$ cat src/design/ahfd_pkg.sv
// Shared types, constants and helper functions of the ASCII hex frame decoder.
// No dependencies; every other design file refers to this package by scoped names.
package ahfd_pkg;

    // Number of device ID characters in a frame (1 to 8).
    localparam int IdLen = 8;
    localparam int IdxW = (IdLen > 1) ? $clog2(IdLen) : 1;
    localparam int PosW = 17;
    localparam logic [PosW-1:0] PosMax = '1;
    localparam int RegIndexW = 2;

    // Frame landmarks derived from the ID length.
    localparam logic [15:0] MinLen = 16'(2 + IdLen);
    localparam logic [PosW-1:0] IdEnd = PosW'(5 + IdLen);
    localparam logic [PosW-1:0] CmdLast = PosW'(6 + IdLen);
    localparam logic [PosW-1:0] CmdEnd = PosW'(7 + IdLen);

    localparam logic [15:0] CrcPoly = 16'h1021;

    typedef enum logic [1:0] {
        STATUS_OK    = 2'd0,
        STATUS_ERROR = 2'd1,
        STATUS_CRC   = 2'd2
    } status_t;

    typedef enum logic {
        KIND_CONTENT = 1'b0,
        KIND_STATUS  = 1'b1
    } kind_t;

    typedef enum logic [RegIndexW-1:0] {
        REG_START_FLAG    = 2'd0,
        REG_END_FLAG      = 2'd1,
        REG_DEVICE_ID     = 2'd2,
        REG_COMMAND_LIMIT = 2'd3
    } reg_index_t;

    typedef struct packed {
        logic [7:0]  start_flag;
        logic [7:0]  end_flag;
        logic [63:0] device_id;
        logic [8:0]  command_limit;
    } cfg_t;

    typedef struct packed {
        logic [7:0] data_byte;
        logic       last_byte;
    } item_t;

    typedef struct packed {
        kind_t       kind;
        logic [7:0]  content_byte;
        status_t     status;
        logic [7:0]  command;
        logic [15:0] content_length;
    } result_t;

    // Handshake between the input register, the parser and the output register.
    typedef struct packed {
        logic  item_valid;
        logic  take;
    } flow_t;

    // CRC-16/XMODEM update by one byte, most significant bit first.
    function automatic logic [15:0] crc16_byte(input logic [15:0] crc, input logic [7:0] b);
        logic [15:0] c;
        logic        fb;
        c = crc;
        for (int k = 7; k >= 0; k--) begin
            fb = c[15] ^ b[k];
            c = {c[14:0], 1'b0};
            if (fb)
            begin
                c = c ^ CrcPoly;
            end
        end
        return c;
    endfunction

    function automatic logic hex_valid(input logic [7:0] c);
        return ((c >= "0") && (c <= "9")) || ((c >= "A") && (c <= "F"))
            || ((c >= "a") && (c <= "f"));
    endfunction

    function automatic logic [3:0] hex_value(input logic [7:0] c);
        logic [7:0] t;
        if ((c >= "0") && (c <= "9"))
        begin
            t = c - 8'h30;
        end
        else if ((c >= "A") && (c <= "F"))
        begin
            t = c - 8'h37;
        end
        else
        begin
            t = c - 8'h57;
        end
        return t[3:0];
    endfunction

    function automatic logic is_letter(input logic [7:0] c);
        return ((c >= "A") && (c <= "Z")) || ((c >= "a") && (c <= "z"));
    endfunction

    // Characters match when equal or when both are letters differing only in case.
    function automatic logic id_char_ok(input logic [7:0] a, input logic [7:0] b);
        logic [8:0] a9;
        logic [8:0] b9;
        a9 = {1'b0, a};
        b9 = {1'b0, b};
        return (a == b) || (is_letter(a) && is_letter(b)
            && (((a9 + 9'd32) == b9) || ((b9 + 9'd32) == a9)));
    endfunction

endpackage

$ cat src/design/ahfd_if.sv
// Channel interfaces of the ASCII hex frame decoder: input bytes, results and
// configuration writes. Depends on ahfd_pkg for the register index width.
interface ahfd_byte_if;
    logic       valid;
    logic       ready;
    logic [7:0] data_byte;
    logic       last_byte;

    modport source (output valid, output data_byte, output last_byte, input ready);
    modport sink (input valid, input data_byte, input last_byte, output ready);
endinterface

interface ahfd_result_if;
    logic        valid;
    logic        ready;
    logic        kind;
    logic [7:0]  content_byte;
    logic [1:0]  status;
    logic [7:0]  command;
    logic [15:0] content_length;

    modport source (output valid, output kind, output content_byte, output status,
                    output command, output content_length, input ready);
    modport sink (input valid, input kind, input content_byte, input status,
                  input command, input content_length, output ready);
endinterface

interface ahfd_cfg_if;
    logic                           valid;
    logic                           ready;
    logic [ahfd_pkg::RegIndexW-1:0] index;
    logic [63:0]                    data;

    modport source (output valid, output index, output data, input ready);
    modport sink (input valid, input index, input data, output ready);
endinterface

$ cat src/design/ahfd_cfg_regs.sv
// Configuration register file of the ASCII hex frame decoder.
// Depends on ahfd_pkg and the ahfd_cfg_if interface.
module ahfd_cfg_regs (
    input  logic              clk,
    input  logic              rst_n,
    ahfd_cfg_if.sink          cfg,
    output ahfd_pkg::cfg_t    regs
);

    ahfd_pkg::cfg_t regs_reg;
    ahfd_pkg::cfg_t regs_next;

    assign cfg.ready = 1'b1;
    assign regs = regs_reg;

    always_comb
    begin
        regs_next = regs_reg;
        if (cfg.valid)
        begin
            unique case (ahfd_pkg::reg_index_t'(cfg.index))
                ahfd_pkg::REG_START_FLAG:    regs_next.start_flag = cfg.data[7:0];
                ahfd_pkg::REG_END_FLAG:      regs_next.end_flag = cfg.data[7:0];
                ahfd_pkg::REG_DEVICE_ID:     regs_next.device_id = cfg.data;
                ahfd_pkg::REG_COMMAND_LIMIT: regs_next.command_limit = cfg.data[8:0];
                default:                     regs_next = regs_reg;
            endcase
        end
    end

    always_ff @(posedge clk or negedge rst_n)
    begin
        if (!rst_n)
        begin
            regs_reg.start_flag <= 8'd0;
            regs_reg.end_flag <= 8'd0;
            regs_reg.device_id <= 64'd0;
            regs_reg.command_limit <= 9'd256;
        end
        else
        begin
            regs_reg <= regs_next;
        end
    end

endmodule

$ cat src/design/ahfd_in_stage.sv
// Input register of the ASCII hex frame decoder: holds one accepted byte until
// the parser consumes it. Depends on ahfd_pkg and the ahfd_byte_if interface.
module ahfd_in_stage (
    input  logic              clk,
    input  logic              rst_n,
    ahfd_byte_if.sink         frame,
    input  logic              take,
    output logic              item_valid,
    output ahfd_pkg::item_t   item
);

    logic            valid_reg;
    logic            valid_next;
    ahfd_pkg::item_t item_reg;
    logic            consume;
    logic            accept;

    // The register frees up in the same cycle the parser consumes it.
    assign consume = valid_reg && take;
    assign frame.ready = !valid_reg || consume;
    assign accept = frame.valid && frame.ready;
    assign item_valid = valid_reg;
    assign item = item_reg;

    always_comb
    begin
        valid_next = valid_reg;
        if (accept)
        begin
            valid_next = 1'b1;
        end
        else if (consume)
        begin
            valid_next = 1'b0;
        end
    end

    always_ff @(posedge clk or negedge rst_n)
    begin
        if (!rst_n)
        begin
            valid_reg <= 1'b0;
        end
        else
        begin
            valid_reg <= valid_next;
        end
    end

    always_ff @(posedge clk)
    begin
        if (accept)
        begin
            item_reg <= {frame.data_byte, frame.last_byte};
        end
    end

endmodule

$ cat src/design/ahfd_parser.sv
// Frame parser of the ASCII hex frame decoder: per-frame state, running CRC and
// the decode of one byte per cycle unless the output stalls. Depends on ahfd_pkg.
module ahfd_parser (
    input  logic              clk,
    input  logic              rst_n,
    input  ahfd_pkg::cfg_t    regs,
    input  ahfd_pkg::flow_t   flow,
    input  ahfd_pkg::item_t   item,
    output logic              res_valid,
    output ahfd_pkg::result_t res
);

    logic [ahfd_pkg::PosW-1:0] pos_reg, pos_next;
    logic [15:0]               crc_reg, crc_next;
    logic [15:0]               len_reg, len_next;
    logic [7:0]                cmd_reg, cmd_next;
    logic [15:0]               rcrc_reg, rcrc_next;
    logic                      fe_reg, fe_next;
    logic                      idm_reg, idm_next;
    logic                      cc_reg, cc_next;

    logic                      fire;
    logic [7:0]                b;
    logic                      hexv;
    logic [3:0]                hexd;
    logic [15:0]               crc_upd;
    logic [15:0]               len_shift;
    logic [7:0]                cmd_shift;
    logic [15:0]               clen;
    logic [ahfd_pkg::PosW-1:0] len_ext;
    logic [ahfd_pkg::PosW-1:0] end_data;
    logic [ahfd_pkg::PosW-1:0] end_crc;
    logic [ahfd_pkg::PosW-1:0] id_off;
    logic [ahfd_pkg::IdxW-1:0] id_shift;
    logic [7:0]                want;

    assign fire = flow.item_valid && flow.take;
    assign b = item.data_byte;
    assign hexv = ahfd_pkg::hex_valid(b);
    assign hexd = ahfd_pkg::hex_value(b);
    assign crc_upd = ahfd_pkg::crc16_byte(crc_reg, b);
    assign len_shift = {len_reg[11:0], hexd};
    assign cmd_shift = {cmd_reg[3:0], (hexv ? hexd : 4'd0)};
    assign clen = (len_reg < ahfd_pkg::MinLen) ? 16'd0 : (len_reg - ahfd_pkg::MinLen);
    assign len_ext = {1'b0, len_reg};
    assign end_data = len_ext + 17'd4;
    assign end_crc = len_ext + 17'd8;

    // The first ID character sits in the highest used byte of the register.
    assign id_off = pos_reg - 17'd5;
    assign id_shift = ahfd_pkg::IdxW'(ahfd_pkg::IdLen - 1) - id_off[ahfd_pkg::IdxW-1:0];
    assign want = regs.device_id[8 * id_shift +: 8];

    always_comb
    begin
        pos_next = pos_reg;
        crc_next = crc_reg;
        len_next = len_reg;
        cmd_next = cmd_reg;
        rcrc_next = rcrc_reg;
        fe_next = fe_reg;
        idm_next = idm_reg;
        cc_next = cc_reg;
        res_valid = 1'b0;
        res.kind = ahfd_pkg::KIND_CONTENT;
        res.content_byte = 8'd0;
        res.status = ahfd_pkg::STATUS_OK;
        res.command = cmd_reg;
        res.content_length = clen;

        if (item.last_byte)
        begin
            res_valid = 1'b1;
            res.kind = ahfd_pkg::KIND_STATUS;
            if (fe_reg || !cc_reg || (b != regs.end_flag))
            begin
                res.status = ahfd_pkg::STATUS_ERROR;
            end
            else if (crc_reg != rcrc_reg)
            begin
                res.status = ahfd_pkg::STATUS_CRC;
            end
            else if (idm_reg)
            begin
                res.status = ahfd_pkg::STATUS_ERROR;
            end
            pos_next = '0;
            crc_next = 16'd0;
            len_next = 16'd0;
            cmd_next = 8'd0;
            rcrc_next = 16'd0;
            fe_next = 1'b0;
            idm_next = 1'b0;
            cc_next = 1'b0;
        end
        else
        begin
            if (pos_reg != ahfd_pkg::PosMax)
            begin
                pos_next = pos_reg + 17'd1;
            end
            if (!fe_reg)
            begin
                if (pos_reg == 17'd0)
                begin
                    fe_next = (b != regs.start_flag);
                    crc_next = crc_upd;
                end
                else if (pos_reg <= 17'd4)
                begin
                    crc_next = crc_upd;
                    if (!hexv)
                    begin
                        fe_next = 1'b1;
                        len_next = 16'd0;
                    end
                    else
                    begin
                        len_next = len_shift;
                        if ((pos_reg == 17'd4) && (len_shift < ahfd_pkg::MinLen))
                        begin
                            fe_next = 1'b1;
                        end
                    end
                end
                else if (pos_reg <= end_data)
                begin
                    crc_next = crc_upd;
                    if (pos_reg < ahfd_pkg::IdEnd)
                    begin
                        if (!ahfd_pkg::id_char_ok(want, b))
                        begin
                            idm_next = 1'b1;
                        end
                    end
                    else if (pos_reg < ahfd_pkg::CmdEnd)
                    begin
                        cmd_next = cmd_shift;
                        // A bad digit or a command at or above the limit rejects it.
                        if (!hexv || ((pos_reg == ahfd_pkg::CmdLast)
                            && ({1'b0, cmd_shift} >= regs.command_limit)))
                        begin
                            idm_next = 1'b1;
                        end
                    end
                    else
                    begin
                        res_valid = 1'b1;
                        res.content_byte = b;
                    end
                end
                else if (pos_reg <= end_crc)
                begin
                    if (!hexv)
                    begin
                        fe_next = 1'b1;
                    end
                    else
                    begin
                        rcrc_next = {rcrc_reg[11:0], hexd};
                        if (pos_reg == end_crc)
                        begin
                            cc_next = 1'b1;
                        end
                    end
                end
            end
        end
    end

    always_ff @(posedge clk or negedge rst_n)
    begin
        if (!rst_n)
        begin
            pos_reg <= '0;
            crc_reg <= 16'd0;
            len_reg <= 16'd0;
            cmd_reg <= 8'd0;
            rcrc_reg <= 16'd0;
            fe_reg <= 1'b0;
            idm_reg <= 1'b0;
            cc_reg <= 1'b0;
        end
        else if (fire)
        begin
            pos_reg <= pos_next;
            crc_reg <= crc_next;
            len_reg <= len_next;
            cmd_reg <= cmd_next;
            rcrc_reg <= rcrc_next;
            fe_reg <= fe_next;
            idm_reg <= idm_next;
            cc_reg <= cc_next;
        end
    end

endmodule

$ cat src/design/ahfd_out_stage.sv
// Output register of the ASCII hex frame decoder: holds one result request until
// the sink takes it. Depends on ahfd_pkg and the ahfd_result_if interface.
module ahfd_out_stage (
    input  logic              clk,
    input  logic              rst_n,
    input  logic              item_valid,
    input  logic              res_valid,
    input  ahfd_pkg::result_t res,
    output logic              take,
    ahfd_result_if.source     result
);

    logic              valid_reg;
    logic              valid_next;
    ahfd_pkg::result_t res_reg;
    logic              load;

    // The register can take a new entry when empty or being emptied this cycle.
    assign take = !valid_reg || result.ready;
    assign load = take && item_valid && res_valid;

    assign result.valid = valid_reg;
    assign result.kind = res_reg.kind;
    assign result.content_byte = res_reg.content_byte;
    assign result.status = res_reg.status;
    assign result.command = res_reg.command;
    assign result.content_length = res_reg.content_length;

    always_comb
    begin
        valid_next = valid_reg;
        if (take)
        begin
            valid_next = item_valid && res_valid;
        end
    end

    always_ff @(posedge clk or negedge rst_n)
    begin
        if (!rst_n)
        begin
            valid_reg <= 1'b0;
        end
        else
        begin
            valid_reg <= valid_next;
        end
    end

    always_ff @(posedge clk)
    begin
        if (load)
        begin
            res_reg <= res;
        end
    end

endmodule

$ cat src/design/ascii_hex_frame_decoder_top.sv
// ASCII hex frame decoder, top level. The parser decodes each byte from the input
// register and any result request goes to the output register. Throughput: one
// byte per cycle unless the sink stalls, set by the combinational parser and CRC.
// Reset (rst_n, asynchronous, active low) clears the frame state, empties both
// pipeline registers and loads the configuration defaults (command limit 256).
// Depends on ahfd_pkg, the interfaces in ahfd_if and the ahfd_* submodules.
module ascii_hex_frame_decoder_top (
    input  logic          clk,
    input  logic          rst_n,
    ahfd_byte_if.sink     frame,
    ahfd_result_if.source result,
    ahfd_cfg_if.sink      cfg
);

    // Configuration registers. Writes are expected only while the decoder is
    // idle, so they take effect immediately without any shadowing.
    ahfd_pkg::cfg_t    regs;

    // Pipeline handshake and the data moving between the stages.
    ahfd_pkg::flow_t   flow;
    ahfd_pkg::item_t   item;
    logic              item_valid;
    logic              take;
    logic              res_valid;
    ahfd_pkg::result_t res;

    assign flow.item_valid = item_valid;
    assign flow.take = take;

    ahfd_cfg_regs u_cfg_regs (
        .clk   (clk),
        .rst_n (rst_n),
        .cfg   (cfg),
        .regs  (regs)
    );

    // The input register decouples the byte source from the parser. It reloads
    // in the same cycle its byte moves on, so back-to-back bytes flow freely.
    ahfd_in_stage u_in_stage (
        .clk        (clk),
        .rst_n      (rst_n),
        .frame      (frame),
        .take       (take),
        .item_valid (item_valid),
        .item       (item)
    );

    // The parser advances the frame state on every byte it consumes. Header,
    // ID, command and CRC digits produce nothing; content bytes produce a
    // content request, and the last byte of a buffer produces the status
    // request and clears the frame state for the next buffer.
    ahfd_parser u_parser (
        .clk       (clk),
        .rst_n     (rst_n),
        .regs      (regs),
        .flow      (flow),
        .item      (item),
        .res_valid (res_valid),
        .res       (res)
    );

    // The output register holds a finished request while the sink stalls. The
    // parser only advances when this register is free or being emptied.
    ahfd_out_stage u_out_stage (
        .clk        (clk),
        .rst_n      (rst_n),
        .item_valid (item_valid),
        .res_valid  (res_valid),
        .res        (res),
        .take       (take),
        .result     (result)
    );

    // A content request always carries an OK status.
    assert property (@(posedge clk) disable iff (!rst_n)
        (result.valid && (result.kind == ahfd_pkg::KIND_CONTENT))
            |-> (result.status == ahfd_pkg::STATUS_OK))
        else $error("content request with nonzero status");

    // A status request never carries a content byte.
    assert property (@(posedge clk) disable iff (!rst_n)
        (result.valid && (result.kind == ahfd_pkg::KIND_STATUS))
            |-> (result.content_byte == 8'd0))
        else $error("status request with nonzero content byte");

    // The status code is never the unused encoding.
    assert property (@(posedge clk) disable iff (!rst_n)
        result.valid |-> (result.status != 2'd3))
        else $error("invalid status code");

    // A byte that ends a buffer must reach the output on the following cycle
    // whenever the output register was free to take it.
    assert property (@(posedge clk) disable iff (!rst_n)
        (item_valid && item.last_byte && take) |=> (result.valid
            && (result.kind == ahfd_pkg::KIND_STATUS)))
        else $error("last byte did not produce a status request");

endmodule
$ cat src/flat_wrapper.sv
// flat-port wrapper written by rule: the top's interface ports become plain ports
module ascii_hex_frame_decoder_top_flat 
  (clk, rst_n, frame_valid, frame_data_byte, frame_last_byte, frame_ready, result_valid, result_kind, result_content_byte, result_status, result_command, result_content_length, result_ready, cfg_valid, cfg_index, cfg_data, cfg_ready);
  ahfd_byte_if frame_i ();
  ahfd_result_if result_i ();
  ahfd_cfg_if cfg_i ();
  input  logic clk;
  input  logic rst_n;
  input wire logic [$bits(frame_i.valid)-1:0] frame_valid;
  input wire logic [$bits(frame_i.data_byte)-1:0] frame_data_byte;
  input wire logic [$bits(frame_i.last_byte)-1:0] frame_last_byte;
  output wire logic [$bits(frame_i.ready)-1:0] frame_ready;
  output wire logic [$bits(result_i.valid)-1:0] result_valid;
  output wire logic [$bits(result_i.kind)-1:0] result_kind;
  output wire logic [$bits(result_i.content_byte)-1:0] result_content_byte;
  output wire logic [$bits(result_i.status)-1:0] result_status;
  output wire logic [$bits(result_i.command)-1:0] result_command;
  output wire logic [$bits(result_i.content_length)-1:0] result_content_length;
  input wire logic [$bits(result_i.ready)-1:0] result_ready;
  input wire logic [$bits(cfg_i.valid)-1:0] cfg_valid;
  input wire logic [$bits(cfg_i.index)-1:0] cfg_index;
  input wire logic [$bits(cfg_i.data)-1:0] cfg_data;
  output wire logic [$bits(cfg_i.ready)-1:0] cfg_ready;
  assign frame_i.valid = frame_valid;
  assign frame_i.data_byte = frame_data_byte;
  assign frame_i.last_byte = frame_last_byte;
  assign frame_ready = frame_i.ready;
  assign result_valid = result_i.valid;
  assign result_kind = result_i.kind;
  assign result_content_byte = result_i.content_byte;
  assign result_status = result_i.status;
  assign result_command = result_i.command;
  assign result_content_length = result_i.content_length;
  assign result_i.ready = result_ready;
  assign cfg_i.valid = cfg_valid;
  assign cfg_i.index = cfg_index;
  assign cfg_i.data = cfg_data;
  assign cfg_ready = cfg_i.ready;
  ascii_hex_frame_decoder_top u_core (.clk(clk), .rst_n(rst_n), .frame(frame_i), .result(result_i), .cfg(cfg_i));
endmodule
$ cat config.mk
export PLATFORM = sky130hd
export DESIGN_NAME = ascii_hex_frame_decoder_top_flat
export DESIGN_NICKNAME = d
export VERILOG_FILES = /design/src/design/ahfd_pkg.sv /design/src/design/ahfd_if.sv /design/src/design/ahfd_cfg_regs.sv /design/src/design/ahfd_in_stage.sv /design/src/design/ahfd_parser.sv /design/src/design/ahfd_out_stage.sv /design/src/design/ascii_hex_frame_decoder_top.sv /design/src/flat_wrapper.sv
export SDC_FILE = /design/constraint.sdc
export NUM_CORES = 1
export LEC_CHECK = 0
export CAP_MARGIN = 20
export CORE_MARGIN = 4
export CORE_UTILIZATION = 55
export DETAILED_ROUTE_END_ITERATION = 10
export DONT_BUFFER_PORTS = 1
export GPL_TIMING_DRIVEN = 0
export PLACE_DENSITY_LB_ADDON = 0.3
export SYNTH_ARGS = -nofsm -noshare
export SYNTH_HDL_FRONTEND = slang
export SYNTH_SLANG_ARGS = --single-unit
$ cat constraint.sdc
create_clock -name clk -period 4.77 [get_ports clk]
set_clock_uncertainty 0.1 [all_clocks]
set_input_delay 0.477 -clock clk [delete_from_list [all_inputs] [get_ports clk]]
set_output_delay 0.477 -clock clk [all_outputs]
set_load 0.01 [all_outputs]
Yosys cells after proc, flatten, opt, wreduce, memory -nomap -nowiden

Index checks and enable logic that the tools add are counted.
W data, S select, Z words.

Register bits after elaboration: 211
Word-level logic and storage cells: 223
Output and inout port bits: 38

Shifts and indexed selects: 1
Multiplexer cells: 76
Bitwise logic cells: 18
Eq/ne operators: 19
Add/sub/neg operators: 11
Magnitude comparators: 20
Reduce and logical (&&, ||, !) cells: 56

Operators with widths:

| cell                    | count |
|---|---|
| $mux W16                | 17 |
| $mux W13                | 8 |
| $shiftx A64 B7 Y8       | 1 |
| $mux W8                 | 7 |
| $le A8 B7 Y1 const B    | 6 |
| $mux W1                 | 38 |
| $le A17 B17 Y1          | 2 |
| $lt A17 B4 Y1 const B   | 2 |
| $mux W17                | 2 |
| $ge A8 B7 Y1 const B    | 4 |
| $lt A16 B4 Y1 const B   | 2 |
| $not A3 Y3              | 8 |
| $add A8 B6 Y9 const B   | 2 |
| $eq A9 B8 Y1            | 2 |
| $add A16 B3 Y17 const B | 1 |
| $add A16 B4 Y17 const B | 1 |
| $add A17 B1 Y17 const B | 1 |
| $eq A17 B17 Y1          | 1 |
| $eq A17 B3 Y1 const B   | 1 |
| $eq A17 B4 Y1 const B   | 1 |
| $le A17 B3 Y1 const B   | 1 |
| $logic_not A17 Y1       | 1 |
| $ne A17 B17 Y1 const B  | 1 |
| $ne A16 B16 Y1          | 1 |
| other kinds (32)        | 90 |

Logic depth before layout (Yosys ltp)

Gate-level depths: netlist of run 1.

Word-level depth: 21
Gate-level depth with buffers: 18
Depth with buffers taken out: 17

By module

From an unflattened synthesis of run 1, not the netlist that was laid out.

Cell total of the unflattened synthesis: 1018
Area total of the unflattened synthesis: 11942.7 µm²

Modules (own cells, without submodules):

| module         | instances | seq. area each (µm²) | cells an instance | area an instance (µm²) |
|---|---|---|---|---|
| ahfd_parser    | 1         | 1901.8               | 774               | 6926.6 |
| ahfd_cfg_regs  | 1         | 2228.4               | 191               | 3580.9 |
| ahfd_out_stage | 1         | 1076.0               | 40                | 1111.1 |
| ahfd_in_stage  | 1         | 295.3                | 13                | 324.1 |

Worst setup path before layout of run 1

OpenSTA, ideal clock, no wires.

Path kind: register to register
Start point: register u_core.u_parser.len_reg[6]
End point: register u_core.u_out_stage.res_reg (netlist bit u_core.u_out_stage.result.command[0]) (enable)
Library setup time: 0.390 ns
Setup slack: 0.750 ns
Data arrival time: 3.531 ns
Required time: 4.280 ns
Cell stages (with the launch flop): 13
Buffers on the path: 1
Cell sequence: dfrtp_1 -> clkbuf_1 -> and4_1 -> nand2_1 -> or3_1 -> or2_2 -> ha_1 -> and4_1 -> a221oi_1 -> o21ai_2 -> nor3_1 -> o21ai_0 -> inv_1

Cells in the longest elaborated chain, start to end: 8

Ends and longest elaborated chain:

| what                              | RTL line             | source |
|---|---|---|
| start: declaration                | ahfd_parser.sv:15    | `logic [15:0] len_reg, len_next;` |
| start signal: assignment          | ahfd_parser.sv:188   | `len_reg <= len_next;` |
| $add A16 B3 Y17                   | ahfd_parser.sv:46    | `assign end_data = len_ext + 17'd4;` |
| $le A17 B17 Y1                    | ahfd_parser.sv:126   | `else if (pos_reg <= end_data)` |
| $mux W1                           | ahfd_parser.sv:126   |  |
| $mux W1                           | ahfd_parser.sv:109   | `else if (pos_reg <= 17'd4)` |
| $mux W1                           | ahfd_parser.sv:104   | `if (pos_reg == 17'd0)` |
| $mux W1                           | ahfd_parser.sv:102   | `if (!fe_reg)` |
| $mux W1                           | ahfd_parser.sv:71    | `if (item.last_byte)` |
| $logic_and A1 B1 Y1               | ahfd_out_stage.sv:20 | `assign load = take && item_valid && res_valid;` |
| named net u_core.u_out_stage.load | ahfd_out_stage.sv:16 | `logic load;` |
| end signal: assignment            | ahfd_out_stage.sv:54 | `res_reg <= res;` |
| end: declaration                  | ahfd_out_stage.sv:15 | `ahfd_pkg::result_t res_reg;` |

The timed path passes the listed nets, and every way through them passes these cells.
A chain may end at the register's enable or synchronous reset.

Final worst setup path of run 1

Start point: register u_core.u_parser.len_reg[6]
End point: register u_core.u_out_stage.res_reg (netlist bit u_core.u_out_stage.result.content_length[13]) (enable)

Same word-level chain as after synthesis.

==> results of run 1 <==
## routing by layer
layer,wire length (um),up-vias,track usage
li1,-,3756,-
met1,11500,3903,0.301
met2,13400,217,0.382
met3,1550,47,0.0532
met4,484,2,0.0535
met5,7,-,0
## synthesized netlist by cell type, drive strengths merged, types with 6 or more instances
cell	number
a21o	10
a21oi	35
a22o	30
a31oi	7
and2	11
and3	11
and4	6
buf	18
clkbuf	31
dfrtp	166
edfxtp	44
ha	58
inv	34
mux2	114
mux2i	8
mux4	16
nand2	38
nand2b	6
nand3	18
nand4	17
nor2	75
nor2b	13
nor3	15
nor4	15
o21ai	30
or3	7
xnor2	57
xor2	53
## final timing paths
kind | from | to | slack [ns] | cells past startpoint
worst max-delay path | u_core.u_parser.len_reg[6] | u_core.u_out_stage.result.content_length[13] | 0.25 | 13
worst min-delay path | cfg_data[32] | u_core.u_cfg_regs.regs[41] | 0.005 | 1
worst max register to register | u_core.u_parser.len_reg[6] | u_core.u_out_stage.result.content_length[13] | 0.25 | 13
worst min register to register | u_core.u_parser.cmd_reg[6] | u_core.u_out_stage.result.command[6] | 0.36 | 0
max in group asynchronous | rst_n | u_core.u_parser.len_reg[14] | 3.41 | 2
min in group asynchronous | rst_n | u_core.u_cfg_regs.regs[71] | 0.54 | 2
## cells by family (layout without fill, tap and decap cells)
kind of cell | count (synthesis) | after routing | share of synthesized area
other | 1 | 3 | 0.000323
AND/OR/NAND/NOR | 249 | 249 | 0.114
adder cells (fa/ha/maj) | 58 | 58 | 0.0625
flip-flops | 211 | 211 | 0.474
multiplexers | 138 | 138 | 0.151
XOR/XNOR | 110 | 110 | 0.0837
buffers and inverters | 83 | 190 | 0.0308
AO/OA/AOI/OAI | 139 | 139 | 0.0845
## power by group through the flow
stage | clock (mW) | combinational (mW) | sequential (mW)
global route | 1.84 | 2.29 | 2.40
detailed placement | 0 | 1.99 | 2.40
finish | 1.73 | 2.09 | 2.37
global placement | 0 | 1.93 | 2.39
CTS | 1.76 | 2.07 | 2.37
floorplan | 0 | 1.63 | 2.33
## area by class of cell
| type | instances | share of cell area |
|---|---|---|
| Tap cell | 270 | 0.0253 |
| Timing Repair Buffer | 64 | 0.0498 |
| Multi-Input combinational cell | 695 | 0.430 |
| Clock inverter | 9 | 0.00365 |
| Inverter | 34 | 0.00955 |
| Buffer | 49 | 0.0172 |
| Clock buffer | 34 | 0.0523 |
| Antenna cell | 2 | 0.000375 |
| Sequential cell | 211 | 0.412 |
## per-stage QoR
stage	hold WS (ns)	setup slack [ns]	util	TNS, ns
2_1_floorplan	0.0814	0.750	-	0
3_3_place_gp	0.0901	-0.0804	0.583	-2.70
3_5_place_dp	0.0899	0.284	0.584	0
4_1_cts	0.000120	0.258	0.649	0
5_1_grt	0.00134	0.00852	0.652	0
6_report	0.00494	0.246	0.652	0
==> flow_metrics.tcl, run 1 <==
set metrics [dict create \
    clkSlewWorstSetupHoldPaths_ns 0.06 \
    cp_cell_sequence "clkbuf_1 > and4_1 > nand2_1 > or3_1 > or2_2 > ha_1 > and4_1 > a221oi_1 > o21ai_2 > nor3_1 > o21ai_0 > inv_1 > buf_16" \
    power_switching_mw 2.04 \
    fmax_mhz 221 \
    power_density_nw_per_um2 463 \
    synthToLayoutAreaGrowth_pct 15.1 \
    die_width_um 153 \
    start_util 0.566 \
    gp_congestion 0.896 \
    power_frac_comb 0.337 \
    dp_hpwl_um 18600 \
    critPathTopFamily "simple AND/OR/NAND/NOR gates" \
    numCtsBuffers 24 \
    rsz0062_at_grt "false" \
    clockPowerShare 0.280 \
    ys_seq_area_frac 0.474 \
    crit_type "reg2reg" \
    wire_per_inst_um 19.7 \
    drt-total-wl_um 26900 \
    die_y_um 153 \
    crit_top_cell "and4_1" \
    nets 1217 \
    max_stage_delay_ns 0.48 \
    drive_above_1_share 0.172 \
    cts_tree "done" \
    p_leak_nw 5.75 \
    synth_area_um2 11600 \
    sequentialPowerShare 0.383 \
    crit_fanout 25 \
    cts_root_buf "clkbuf_16" \
    cp.arrival_ns 4.64 \
    ys_types 71 \
    startpoint_type "register" \
    clk-insertion-delay-late_ns 0.52 \
    clock_path_buffers 3 \
    synth-async-reset-ratio 0.791 \
    grt_pass1_wl_um 43700 \
    syn-num-nets 1127 \
    max_slew_margin 0.455 \
    worstHoldPathType "in2reg" \
    multi_input_comb_area_um2 5750 \
    nFillCells 1545 \
    switching_share 0.330 \
    placedCellCount 1260 \
    cts_setup_buffers 0 \
    synth_flop_cell "dfrtp_1" \
    die_area_um2 23500 \
    ant_nets 0 \
    ios 118 \
    maxCapViolCount 0 \
    hold_viol_final 0 \
    outcome "completed" \
    finalCritPeriodShare 0.948 \
    grt.total_usage 0.227 \
    ir_drop_uv 410 \
    synth_top_area_cell "dfrtp_1" \
    io_buffers 0 \
    p_int_mw 4.15 \
    postSynthCellCount 989 \
    drc_errors 0 \
    ff_latch_area_um2 5500 \
    avgSynthCellArea_um2 11.7 \
    htreeDepth 1 \
    viasPerCell 5.79 \
    grt_overflow_total 0 \
    placedInstanceArea_um2 12000 \
    endpoint_kind "register" \
    cpMaxStageDelayCell "inv_1" \
    drt_first_pass_iters 5 \
    final-setup-viol-count 0 \
    coreArea_um2 20500 \
    grt_pass1_vias 8187 \
    worst_slew_pin_slew_ns 0.818 \
    power_mw 6.19 \
    antenna_found_initial 3 \
    grt_max_degree 168 \
    ys_warn_count 0 \
    synth_edf_count 44 \
    vias 7925 \
    layout_commonest_cell "dfrtp_1" \
    period_minus_slack_ns 4.52 \
    slew_viol_final 0 \
    finalInstanceArea_um2 13400 \
    largest_reg_flops 89 \
    synthDominantCellAreaShare 0.358 \
    critPathRequiredTime_ns 4.88 \
    drt_iter0_drc 372 \
    clock-sinks 211 \
    postCtsHoldBufs 56 \
    synth_area_leaders "dfrtp_1 36%, edfxtp_1 11%, mux2_2 8.9%" \
    layout.cells.non_filler 1368 \
    rows 52 \
    postCtsResizedCells 0 \
    final_cell_mix "166 x dfrtp_1, 92 x mux2_2, 74 x nor2_1" \
    ys_ff_latch 211 \
    cp_num_buf_inv 3 \
]
Note: power is estimated with default switching activity, not from simulation.
==> run 2, diff against run 1 <==
- ABC_AREA: default -> 1
- clock period: 4.77 -> 4.4 ns (I/O delays scaled with it)
==> run 2 against run 1 <==
  * Sequential cell count is the same
  * First-iteration DRC count grew 120%
  * Total power up 18%
  * Via count increased by 31%
  * Synthesized cell count up 45%
  * Clock power is 18% higher
  * Worst hold slack improved by 0.012 ns
  * Global-route usage is 3.9 points higher
  * Worst setup slack improved by 0.25 ns
  * Sequential share of layout area down 1.8 points
  * Register-to-register slack better by 0.25 ns
  * Die area rose by 3.9%
  * Critical path type unchanged
  * Largest cell class unchanged
  * Largest power group unchanged
==> flow_metrics.tcl, run 2 <==
set metrics [dict create \
    hold_viol_final 0 \
    placedCellCount 1712 \
    fin_util 0.657 \
    worst_slew_pin_slew_ns 0.889 \
    die_area_um2 24400 \
    synth_area_leaders "dfrtp_1 34%, edfxtp_1 11%, nand2_1 8.9%" \
    cpMaxStageDelayCell "dfrtp_1" \
    ys_seq_area_frac 0.455 \
    grt_pass1_wl_um 52900 \
    gp_congestion 0.917 \
    cts_root_buf "clkbuf_16" \
    ir_drop_uv 389 \
    power_frac_comb 0.356 \
    clockPowerShare 0.279 \
    clk-insertion-delay-late_ns 0.53 \
    max_stage_delay_ns 0.50 \
    drt-total-wl_um 32100 \
    synthDominantCellAreaShare 0.344 \
    grt.total_usage 0.266 \
    worst_hold_slack_ns 0.0166 \
    worstHoldPathType "in2reg" \
    p_leak_nw 6.57 \
    die_width_um 156 \
    nets 1671 \
    rsz0062_at_grt "false" \
    startpoint_type "register" \
    drc_errors 0 \
    outcome "completed" \
    synth_edf_count 44 \
    ys_warn_count 0 \
    synth.most_common_cell "nand2_1" \
    ant_nets 0 \
    power_switching_mw 2.76 \
    antenna_found_initial 0 \
    die_y_um 156 \
    viasPerCell 5.70 \
    layout_commonest_cell "nand2_1" \
    dp_hpwl_um 22800 \
    fmax_mhz 256 \
    wire_per_inst_um 17.6 \
    postSynthCellCount 1437 \
    synth_flop_cell "dfrtp_1" \
    maxCapViolCount 0 \
    syn-num-nets 1575 \
    finalInstanceArea_um2 14000 \
    critPathTopFamily "simple AND/OR/NAND/NOR gates" \
    cp_num_buf_inv 3 \
    clkSlewWorstSetupHoldPaths_ns 0.06 \
    cts_tree "done" \
    ys_types 48 \
    coreArea_um2 21300 \
    insertedDiodeCount 0 \
    max_slew_margin 0.407 \
    drive_above_1_share 0.0923 \
    grt_max_degree 168 \
    finalCritPeriodShare 0.887 \
    ys_ff_latch 211 \
    period_minus_slack_ns 3.90 \
    largest_reg_flops 89 \
    p_int_mw 4.53 \
    endpoint_kind "register" \
    slew_viol_final 0 \
    vias 10400 \
    io_buffers 0 \
    drt_first_pass_iters 6 \
    grt_overflow_total 0 \
    crit_type "reg2reg" \
    avgSynthCellArea_um2 8.41 \
    clock_path_buffers 3 \
    final-setup-viol-count 0 \
    switching_share 0.379 \
    clock-sinks 211 \
    synth-async-reset-ratio 0.791 \
    cp_cell_sequence "ha_1 > inv_1 > nor2_1 > inv_1 > nor4_1 > xor2_1 > ha_1 > a21oi_1 > o21ai_0 > a21oi_1 > nand2_1 > nand2_1 > nand2_1 > nor2_1 > nor2_1 > nor2_4 > buf_12" \
    critPathRequiredTime_ns 4.53 \
    synth_area_um2 12100 \
    power_mw 7.29 \
    numCtsBuffers 24 \
    grt_pass1_vias 10500 \
    place_ws_ns -0.249 \
    cp.arrival_ns 4.03 \
    ios 118 \
    crit_fanout 18 \
    start_util 0.568 \
    synthToLayoutAreaGrowth_pct 15.8 \
    sequentialPowerShare 0.365 \
    rows 53 \
    drt_iter0_drc 819 \
    placedInstanceArea_um2 12400 \
    synth_top_area_cell "dfrtp_1" \
    htreeDepth 1 \
    fin_tns_setup_ns 0 \
    final_cell_mix "287 x nand2_1, 166 x dfrtp_1, 157 x inv_1" \
    synth_commonest_cells "287 x nand2_1, 166 x dfrtp_1, 157 x inv_1" \
    power_density_nw_per_um2 521 \
    layout_setup_ws_ns 0.497 \
    layout.cells.non_filler 1825 \
]
[run 2: final timing paths]
kind / start / endpoint / slack (ns) / cells after the start
worst max-delay path: u_core.u_parser.len_reg[3] / u_core.u_out_stage.result.content_length[13] / 0.50 / 17
worst min-delay path: cfg_data[54] / u_core.u_cfg_regs.regs[63] / 0.02 / 2
worst max register to register: u_core.u_parser.len_reg[3] / u_core.u_out_stage.result.content_length[13] / 0.50 / 17
worst min register to register: u_core.u_parser.cmd_reg[6] / u_core.u_out_stage.result.command[6] / 0.36 / 0
max in group asynchronous: rst_n / u_core.u_cfg_regs.regs[18] / 3.04 / 2
min in group asynchronous: rst_n / u_core.u_parser.rcrc_reg[10] / 0.45 / 2
[run 2: cell type report]
cell class | count | area (um^2)
fill | 1706 | 7300
clock buffer | 30 | 664
timing repair buffer | 69 | 728
sequential | 211 | 5500
clock inverter | 13 | 144
inverter | 169 | 634
buffer | 55 | 302
tap | 275 | 344
multi-input combinational | 1003 | 5670
[run 2: logic make-up after synthesis]
family / Yosys count / share of synthesized area
AND/OR/NAND/NOR: 607 / 0.216
AO/OA/AOI/OAI: 240 / 0.115
buffers and inverters: 224 / 0.0775
flip-flops: 211 / 0.455
XOR/XNOR: 78 / 0.0587
adder cells (fa/ha/maj): 58 / 0.0601
multiplexers: 18 / 0.0168
other: 1 / 0.000310
[run 2: what timing repair did]
item                       in CTS  in global routing
cloned                          1                  0
hold buffers                   67                  0
setup endpoints to repair      35                 45
resized for setup               1                  2
hold endpoints to repair      232                  0
pin swaps                       1                  1
buffers inserted                1                  1
[run 2: power by group through the flow]
stage	Clock (mW)	Sequential, mW	Combinational, mW
2_1_floorplan	0	2.59	1.95
3_3_place_gp	0	2.67	2.40
3_5_place_dp	0	2.68	2.47
4_1_cts	2.06	2.65	2.57
5_1_grt	2.14	2.70	2.95
6_report	2.04	2.66	2.60
[run 2: metal layers]
metal | track usage | vias up | part of all wire
met3 | 0.0437 | 77 | 0.068
met5 | 0 | - | 0
met1 | 0.348 | 5039 | 0.42
met2 | 0.459 | 355 | 0.49
met4 | 0.0806 | 0 | 0.027
li1 | - | 4931 | -
